==> src/rtl/sha_pkg.sv <==
`timescale 1ns / 1ps
package sha_pkg;

   localparam int WordWidth = 32;

   localparam logic [WordWidth-1:0] IV [8] = '{
      32'h6a09e667, 32'hbb67ae85, 32'h3c6ef372, 32'ha54ff53a,
      32'h510e527f, 32'h9b05688c, 32'h1f83d9ab, 32'h5be0cd19
   };

   localparam logic [WordWidth-1:0] ROUND_K [64] = '{
      32'h428a2f98, 32'h71374491, 32'hb5c0fbcf, 32'he9b5dba5, 32'h3956c25b, 32'h59f111f1,
      32'h923f82a4, 32'hab1c5ed5, 32'hd807aa98, 32'h12835b01, 32'h243185be, 32'h550c7dc3,
      32'h72be5d74, 32'h80deb1fe, 32'h9bdc06a7, 32'hc19bf174, 32'he49b69c1, 32'hefbe4786,
      32'h0fc19dc6, 32'h240ca1cc, 32'h2de92c6f, 32'h4a7484aa, 32'h5cb0a9dc, 32'h76f988da,
      32'h983e5152, 32'ha831c66d, 32'hb00327c8, 32'hbf597fc7, 32'hc6e00bf3, 32'hd5a79147,
      32'h06ca6351, 32'h14292967, 32'h27b70a85, 32'h2e1b2138, 32'h4d2c6dfc, 32'h53380d13,
      32'h650a7354, 32'h766a0abb, 32'h81c2c92e, 32'h92722c85, 32'ha2bfe8a1, 32'ha81a664b,
      32'hc24b8b70, 32'hc76c51a3, 32'hd192e819, 32'hd6990624, 32'hf40e3585, 32'h106aa070,
      32'h19a4c116, 32'h1e376c08, 32'h2748774c, 32'h34b0bcb5, 32'h391c0cb3, 32'h4ed8aa4a,
      32'h5b9cca4f, 32'h682e6ff3, 32'h748f82ee, 32'h78a5636f, 32'h84c87814, 32'h8cc70208,
      32'h90befffa, 32'ha4506ceb, 32'hbef9a3f7, 32'hc67178f2
   };

   localparam logic [7:0] PAD_BYTE = 8'h80;

   typedef struct packed {
      logic load_byte;
      logic load_len;
      logic [7:0] byte_val;
      logic add_len;
      logic start;
      logic restart;
      logic [2:0] out_sel;
   } sha_cmd_type;

   typedef struct packed {
      logic busy;
      logic [5:0] fill;
   } sha_stat_type;

   function automatic logic [31:0] rotr(input logic [31:0] x, input int n);
      rotr = (x >> n) | (x << (32 - n));
   endfunction

endpackage

==> src/rtl/sha256_hasher.sv <==
`timescale 1ns / 1ps
// channel | ports | contents
// request | req_tvalid/tready/tdata/tuser/tlast | data_byte, byte_present, last
// response | rsp_tvalid/tready/tdata/tuser/tlast | digest_word, word_index, digest_last
// One byte a cycle while the block fills; a full block holds req_tready low through
// start, 64 rounds at one per cycle in a single round unit, final add and handoff.
// The last transaction adds padding at one byte a cycle, one or two block
// compressions, then eight response words. Reset is synchronous active high.
module sha256_hasher (
   input  logic clock,
   input  logic reset,
   input  logic req_tvalid,
   output logic req_tready,
   input  logic [7:0] req_tdata,   // data_byte
   input  logic req_tuser,         // byte_present
   input  logic req_tlast,         // last
   output logic rsp_tvalid,
   input  logic rsp_tready,
   output logic [31:0] rsp_tdata,  // digest_word
   output logic [2:0] rsp_tuser,   // word_index
   output logic rsp_tlast          // digest_last
);
   import sha_pkg::*;

   sha_cmd_type cmd;
   sha_stat_type stat;

   sha_ctrl u_ctrl (
      .clock(clock), .reset(reset),
      .in_valid(req_tvalid), .in_ready(req_tready),
      .in_byte(req_tdata), .in_present(req_tuser), .in_last(req_tlast),
      .out_valid(rsp_tvalid), .out_ready(rsp_tready), .out_idx(rsp_tuser),
      .cmd(cmd), .stat(stat)
   );

   sha_datapath u_dp (
      .clock(clock), .reset(reset), .cmd(cmd), .stat(stat), .word_out(rsp_tdata)
   );

   assign rsp_tlast = (rsp_tuser == 3'd7);
endmodule

==> src/rtl/sha_datapath.sv <==
`timescale 1ns / 1ps
module sha_datapath (
   input  logic clock,
   input  logic reset,
   input  sha_pkg::sha_cmd_type cmd,
   output sha_pkg::sha_stat_type stat,
   output logic [31:0] word_out
);
   import sha_pkg::*;

   // bytes always arrive in block order, so the block is a byte shift register
   logic [511:0] blk_ff;
   logic [5:0] fill_ff, fill_in;
   logic [63:0] bits_ff, bits_in;
   logic [31:0] h_ff [8];
   logic [31:0] v_ff [8];
   logic [31:0] w_ff [16];
   logic [6:0] rnd_ff, rnd_in;
   logic busy_ff, busy_in;
   logic [31:0] wcur, wnew, s0, s1, t1, t2, e, a;
   logic [7:0] len_byte, next_byte;

   assign stat.busy = busy_ff;
   assign stat.fill = fill_ff;
   assign word_out = h_ff[cmd.out_sel];

   // round 0..15 read the loaded window, later rounds extend the schedule window
   always_comb begin
      s0 = rotr(w_ff[1], 7) ^ rotr(w_ff[1], 18) ^ (w_ff[1] >> 3);
      s1 = rotr(w_ff[14], 17) ^ rotr(w_ff[14], 19) ^ (w_ff[14] >> 10);
      wnew = s1 + w_ff[9] + s0 + w_ff[0];
      wcur = (rnd_ff < 7'd16) ? w_ff[rnd_ff[3:0]] : wnew;
      e = v_ff[4];
      a = v_ff[0];
      t1 = v_ff[7] + (rotr(e, 6) ^ rotr(e, 11) ^ rotr(e, 25)) +
           ((e & v_ff[5]) ^ (~e & v_ff[6])) + ROUND_K[rnd_ff[5:0]] + wcur;
      t2 = (rotr(a, 2) ^ rotr(a, 13) ^ rotr(a, 22)) +
           ((a & v_ff[1]) ^ (a & v_ff[2]) ^ (v_ff[1] & v_ff[2]));
      // length bytes go in big-endian at fill 56..63
      len_byte = bits_ff[{~fill_ff[2:0], 3'b000} +: 8];
      next_byte = cmd.load_len ? len_byte : cmd.byte_val;
      fill_in = fill_ff;
      bits_in = bits_ff;
      busy_in = busy_ff;
      rnd_in = rnd_ff;
      if (cmd.load_byte) fill_in = fill_ff + 6'd1;
      if (cmd.add_len) bits_in = bits_ff + 64'd8;
      if (cmd.start) begin
         busy_in = 1'b1;
         rnd_in = '0;
      end else if (busy_ff) begin
         rnd_in = rnd_ff + 7'd1;
         if (rnd_ff == 7'd64) busy_in = 1'b0;
      end
      if (cmd.restart) begin
         fill_in = '0;
         bits_in = '0;
      end
   end

   always_ff @(posedge clock) begin
      if (reset) begin
         fill_ff <= '0;
         bits_ff <= '0;
         busy_ff <= 1'b0;
         rnd_ff <= '0;
         for (int i = 0; i < 8; i++) h_ff[i] <= IV[i];
      end else begin
         fill_ff <= fill_in;
         bits_ff <= bits_in;
         busy_ff <= busy_in;
         rnd_ff <= rnd_in;
         if (cmd.load_byte) blk_ff <= {blk_ff[503:0], next_byte};
         if (cmd.start) begin
            for (int i = 0; i < 16; i++) w_ff[i] <= blk_ff[511-32*i -: 32];
            for (int i = 0; i < 8; i++) v_ff[i] <= h_ff[i];
         end else if (busy_ff && rnd_ff < 7'd64) begin
            if (rnd_ff >= 7'd16) begin
               for (int i = 0; i < 15; i++) w_ff[i] <= w_ff[i+1];
               w_ff[15] <= wnew;
            end
            v_ff[7] <= v_ff[6];
            v_ff[6] <= v_ff[5];
            v_ff[5] <= e;
            v_ff[4] <= v_ff[3] + t1;
            v_ff[3] <= v_ff[2];
            v_ff[2] <= v_ff[1];
            v_ff[1] <= a;
            v_ff[0] <= t1 + t2;
         end else if (busy_ff) begin
            for (int i = 0; i < 8; i++) h_ff[i] <= h_ff[i] + v_ff[i];
         end
         if (cmd.restart)
            for (int i = 0; i < 8; i++) h_ff[i] <= IV[i];
      end
   end

`ifndef SYNTHESIS
   a_no_load_busy: assert property (@(posedge clock) disable iff (reset)
      busy_ff |-> !cmd.load_byte) else $error("store written during rounds");
   a_start_idle: assert property (@(posedge clock) disable iff (reset)
      cmd.start |-> !busy_ff) else $error("start while busy");
   a_rnd: assert property (@(posedge clock) disable iff (reset)
      busy_ff |-> rnd_ff <= 7'd64) else $error("round overrun");
`endif
endmodule

==> src/rtl/sha_ctrl.sv <==
`timescale 1ns / 1ps
module sha_ctrl (
   input  logic clock,
   input  logic reset,
   input  logic in_valid,
   output logic in_ready,
   input  logic [7:0] in_byte,
   input  logic in_present,
   input  logic in_last,
   output logic out_valid,
   input  logic out_ready,
   output logic [2:0] out_idx,
   output sha_pkg::sha_cmd_type cmd,
   input  sha_pkg::sha_stat_type stat
);
   import sha_pkg::*;

   localparam logic [2:0] S_IDLE = 3'd0, S_HASH = 3'd1, S_PAD = 3'd2, S_PZERO = 3'd3,
      S_PLEN = 3'd4, S_HASHP = 3'd5, S_OUT = 3'd6;

   logic [2:0] state_ff, state_in;
   logic [2:0] idx_ff, idx_in;
   logic final_ff, final_in;
   logic acc;

   // padding phase tracking: set once the 0x80 byte is in, cleared at restart
   logic pad_cont_ff, pad_cont_in;
   logic len_done_ff, len_done_in;
   function automatic logic in_last_pending();
      in_last_pending = !len_done_ff;
   endfunction

   assign in_ready = (state_ff == S_IDLE);
   assign acc = in_valid && in_ready;
   assign out_valid = (state_ff == S_OUT);
   assign out_idx = idx_ff;

   always_comb begin
      state_in = state_ff;
      idx_in = idx_ff;
      final_in = final_ff;
      cmd = '0;
      cmd.out_sel = idx_ff;
      unique case (state_ff)
         S_IDLE: if (acc) begin
            cmd.load_byte = in_present;
            cmd.add_len = in_present;
            cmd.byte_val = in_byte;
            final_in = in_last;
            if (in_present && stat.fill == 6'd63) begin
               state_in = S_HASH;
            end else if (in_last) state_in = S_PAD;
         end
         S_HASH: begin
            cmd.start = 1'b1;
            state_in = S_HASHP;
         end
         S_PAD: begin
            cmd.load_byte = 1'b1;
            cmd.byte_val = PAD_BYTE;
            final_in = 1'b0;
            state_in = (stat.fill == 6'd63) ? S_HASH
                     : (stat.fill == 6'd55) ? S_PLEN : S_PZERO;
         end
         S_PZERO: begin
            cmd.load_byte = 1'b1;
            if (stat.fill == 6'd63) state_in = S_HASH;
            else if (stat.fill == 6'd55) state_in = S_PLEN;
         end
         S_PLEN: begin
            cmd.load_byte = 1'b1;
            cmd.load_len = 1'b1;
            if (stat.fill == 6'd63) begin
               final_in = 1'b1;
               state_in = S_HASH;
            end
         end
         S_HASHP: if (!stat.busy) begin
            if (final_ff && stat.fill == 6'd0 && !in_last_pending()) begin
               state_in = S_OUT;
               idx_in = '0;
            end else if (final_ff) state_in = S_PAD;
            else if (pad_cont_ff) state_in = S_PZERO;
            else state_in = S_IDLE;
         end
         S_OUT: if (out_ready) begin
            idx_in = idx_ff + 3'd1;
            if (idx_ff == 3'd7) begin
               cmd.restart = 1'b1;
               state_in = S_IDLE;
            end
         end
         default: state_in = S_IDLE;
      endcase
   end

   always_comb begin
      pad_cont_in = pad_cont_ff;
      len_done_in = len_done_ff;
      if (state_ff == S_PAD) pad_cont_in = 1'b1;
      if (state_ff == S_PLEN && stat.fill == 6'd63) len_done_in = 1'b1;
      if (cmd.restart) begin
         pad_cont_in = 1'b0;
         len_done_in = 1'b0;
      end
   end

   always_ff @(posedge clock) begin
      if (reset) begin
         state_ff <= S_IDLE;
         idx_ff <= '0;
         final_ff <= 1'b0;
         pad_cont_ff <= 1'b0;
         len_done_ff <= 1'b0;
      end else begin
         state_ff <= state_in;
         idx_ff <= idx_in;
         final_ff <= final_in;
         pad_cont_ff <= pad_cont_in;
         len_done_ff <= len_done_in;
      end
   end

`ifndef SYNTHESIS
   a_out_stable: assert property (@(posedge clock) disable iff (reset)
      out_valid && !out_ready |=> out_valid && $stable(idx_ff)) else $error("output dropped");
   a_excl: assert property (@(posedge clock) disable iff (reset)
      !(in_ready && out_valid)) else $error("input and output overlap");
   a_restart: assert property (@(posedge clock) disable iff (reset)
      cmd.restart |-> idx_ff == 3'd7) else $error("early restart");
`endif
endmodule
==> config.mk <==
export PLATFORM = sky130hd
export DESIGN_NAME = sha256_hasher
export DESIGN_NICKNAME = d
export VERILOG_FILES = /design/src/rtl/sha_pkg.sv /design/src/rtl/sha256_hasher.sv /design/src/rtl/sha_datapath.sv /design/src/rtl/sha_ctrl.sv
export SDC_FILE = /design/constraint.sdc
export NUM_CORES = 2
export LEC_CHECK = 0
export BUFFER_PORTS_ARGS = -buffer_cell sky130_fd_sc_hd__buf_2
export CORE_ASPECT_RATIO = 0.5
export CORE_MARGIN = 2
export CORE_UTILIZATION = 65
export CTS_BUF_LIST = sky130_fd_sc_hd__clkbuf_4
export CTS_CLUSTER_SIZE = 30
export DETAILED_ROUTE_END_ITERATION = 7
export PLACE_DENSITY = 0.86
export SETUP_SLACK_MARGIN = 0.1
export SYNTH_ARGS = -nofsm -noshare
export SYNTH_HDL_FRONTEND = slang
export SYNTH_SLANG_ARGS = --single-unit
==> constraint.sdc <==
create_clock -name clock -period 70.8 [get_ports clock]
set_clock_uncertainty 0.15 [all_clocks]
set_input_delay 10.62 -clock clock [delete_from_list [all_inputs] [get_ports clock]]
set_output_delay 10.62 -clock clock [all_outputs]
set_load 0.005 [all_outputs]
==> impl_metrics.yaml <==
run_status:
  outcome: "completed"
setup_path:
  crit_path_frequent_cell: "buf_4"
  r2r_slack_ns: 58.57
  slowest_stage: "buf_4"
  cp.required_ns: 71.43
  slowest_delay_ns: 0.98
  arrival_ns: 15.63
  r2r-start: "u_dp.w_ff[1][8]$_DFFE_PP_"
  r2r_end: "u_dp.v_ff[0][31]$_DFFE_PP_"
  worstPathMaxFanout: 86
  cp_cell_sequence: "buf_2 -> buf_4 -> nand2b_1 -> nor3_2 -> nand2_4 -> nand2_4 -> buf_4 -> buf_4 -> buf_4"
  crit_path_end_kind: "register"
  critPathTopFamily: "buffers and inverters"
  cp-start-kind: "input pin"
  path_class: "in -> reg"
  crit_buf_inv: 5
  rr_worst_depth: 41
clock_tree:
  cts_buffers: 365
  postCtsHoldBufs: 0
  htreeDepth: 5
  cts_resized: 0
  clkSinkCount: 1627
  insertion_delay_ns: 1.23
  cts_tree: "built"
  clk_pin_slew_ns: 0.07
  cts_buffer_depth: 4
  cts_root_buf: "clkbuf_4"
  cts_setup_buffers: 0
route:
  routed_wl_mm: 263
  wl_per_cell_um: 24.9
  num_vias: 69200
  routed_via_density: 6.54
  drc: 0
  drtPass1Iterations: 6
  ant_nets: 0
  drt_iter0_drc: 9746
global_routing:
  grt_pass1_vias: 65900
  grt_max_degree: 207
  grt_overflow: 0
  grt.total_usage: 0.350
  antenna_found_initial: 10
  grt_pass1_wl_mm: 394
synth:
  synth_top_family_by_area: "simple AND/OR/NAND/NOR gates"
  synth_area_leader_cell: "edfxtp_1"
  synth_top_area_frac: 0.449
  ys_warn_count: 0
  synth_area_leaders: "edfxtp_1, nand2_1, mux4_2"
  yosys-top-cells-count: "nand2_1, edfxtp_1, a21oi_1, o21ai_0, ha_1"
  syn_avg_cell_area_um2: 11.3
  synth_seq_cells: 1627
  synth-edff-count: 1408
  synthCells: 8300
  netlist_area_um2: 94200
  synth-simple-area-share: 0.113
  synth-compound-area-share: 0.0994
  synth_nets: 8915
  synth-xor-area-share: 0.0569
  synth_most_common_cell: "nand2_1"
  synth_top_flop_cell: "edfxtp_1"
  synth_async_sr_flop_share: 0
  yosysSeqAreaShare: 0.495
  synthAdderAreaFrac: 0.0973
  synthMuxAreaShare: 0.107
  ys_types: 91
floorplanning:
  dieHeight_um: 273
  start_util: 0.657
  die_area_um2: 148000
  io_pins: 52
  die_x_um: 542
  std_cell_rows: 98
  core-area_um2: 143000
finish:
  drive_above_1_share: 0.160
  fin_nets: 9012
  syn_to_final_growth_pct: 7.03
worst_hold_path:
  worstHoldPathCells: 0
  min_path_type: "reg -> reg"
  hold_path_startpoint: "u_dp.blk_ff[285]$_DFFE_PP_"
  holdPathEnd: "u_dp.blk_ff[293]$_DFFE_PP_"
sta:
  period_share: 0.212
  setup_viol: 0
  rsz0062_at_grt: "false"
  period_needed_ns: 15.00
  slew_headroom: 0.177
  hold_viol_final: 0
  finalSetupTns_ns: 0
  fmax_ghz: 0.0667
  tightest_slew_ns: 1.23
  drv_slew: 0
placed_design:
  gp_congestion: 1.04
  portBuffers: 51
  dp_hpwl_mm: 183
flow_run:
  drv_cap: 0
-- kinds of logic after synthesis --
| group | count (synthesis) |
|---|---|
| AND/OR/NAND/NOR | 2505 |
| buffers and inverters | 769 |
| AO/OA/AOI/OAI | 1512 |
| multiplexers | 658 |
| flip-flops | 1627 |
| adder cells (fa/ha/maj) | 619 |
| XOR/XNOR | 610 |
-- per-layer routing --
layer  global-route usage  wire length [um]
met3               0.0781             33400
met4                0.153             12600
met5                    0                24
met1                0.482             99500
met2                0.538            117000
-- cell type report --
class	count	area, um2
multi-input cells	5904	44700
repair buffers	137	938
well taps	1900	2380
flip-flops and latches	1627	46700
inverters	362	1360
clock buffers	552	4140
diodes	4	10.0
fillers	9564	42500
clock inverters	84	561
-- layout by cell type (no fill, tap or decap), types with 27 or more instances in the layout --
| cell type | n |
|---|---|
| o31ai_1 | 29 |
| and2_1 | 27 |
| a21oi_1 | 456 |
| nand2_1 | 1589 |
| nor2_1 | 356 |
| xnor2_1 | 382 |
| nand2b_1 | 63 |
| and3_1 | 55 |
| nor2b_1 | 44 |
| a31oi_1 | 49 |
| clkbuf_4 | 552 |
| buf_4 | 83 |
| or3_1 | 49 |
| o211ai_1 | 57 |
| buf_2 | 51 |
| nand3_1 | 105 |
| inv_1 | 356 |
| nor3_1 | 80 |
| clkinv_1 | 62 |
| nand4_1 | 34 |
| mux2i_1 | 55 |
| o21a_1 | 52 |
| edfxtp_1 | 1408 |
| a21o_1 | 166 |
| mux4_2 | 241 |
| dfxtp_1 | 208 |
| fa_1 | 195 |
| a211oi_1 | 53 |
| xor2_1 | 227 |
| o21ai_0 | 421 |
| mux2_2 | 362 |
| o21bai_1 | 39 |
| ha_1 | 406 |
-- sequential cells by signal (all words and copies together), names as in the netlist, named ones only --
signal,flops
u_dp.blk_ff,512
u_dp.w_ff,512
u_dp.h_ff,256
u_dp.v_ff,256
u_dp.bits_ff,61
u_dp.rnd_ff,7
u_dp.fill_ff,6
u_ctrl.out_idx,3
u_ctrl.state_ff,3
u_ctrl.final_ff,1
u_ctrl.len_done_ff,1
u_ctrl.pad_cont_ff,1
u_dp.busy_ff,1
-- through the flow --
stage / utilization / hold slack, ns / instance area [um2] / worst slack, ns / instances
finish: 0.703 / 0.252 / 101000 / 55.80 / 10600
global route: 0.703 / 0.270 / 101000 / 55.56 / 10600
CTS: 0.703 / 0.249 / 101000 / 55.89 / 10600
detailed placement: 0.670 / 0.277 / 96100 / 54.64 / 9930
global placement: 0.670 / 0.272 / 96100 / 54.75 / 9930
floorplan: - / 0.270 / 94200 / 36.72 / 8300
-- worst max path at each step --
| stage | cells after the start | from | slack, ns | end |
|---|---|---|---|---|
| 6_report | 9 | reset | 55.80 | u_dp.w_ff[10][2]$_DFFE_PP_ |
| 5_1_grt | 9 | reset | 55.56 | u_dp.w_ff[13][10]$_DFFE_PP_ |
| 4_1_cts | 9 | reset | 55.89 | u_dp.w_ff[2][2]$_DFFE_PP_ |
| 3_5_place_dp | 9 | reset | 54.64 | u_dp.w_ff[10][30]$_DFFE_PP_ |
| 3_3_place_gp | 9 | reset | 54.75 | u_dp.w_ff[10][30]$_DFFE_PP_ |
| 2_1_floorplan | 5 | req_tvalid | 36.72 | u_dp.blk_ff[0]$_DFFE_PP_ |
-- worst reg2reg max path: cells and delay by family, from the launching register on --
kind | cells | cell delay, ns
XOR/XNOR | 5 | 1.36
AND/OR/NAND/NOR | 9 | 1.73
buffers and inverters | 6 | 0.46
adder cells (fa/ha/maj) | 9 | 3.97
flip-flops | 1 | 0.58
AO/OA/AOI/OAI | 12 | 3.65
Power is left out: the tool's default activity adds up to more than one toggle a clock period on the data nets, which glitch-free logic cannot reach.
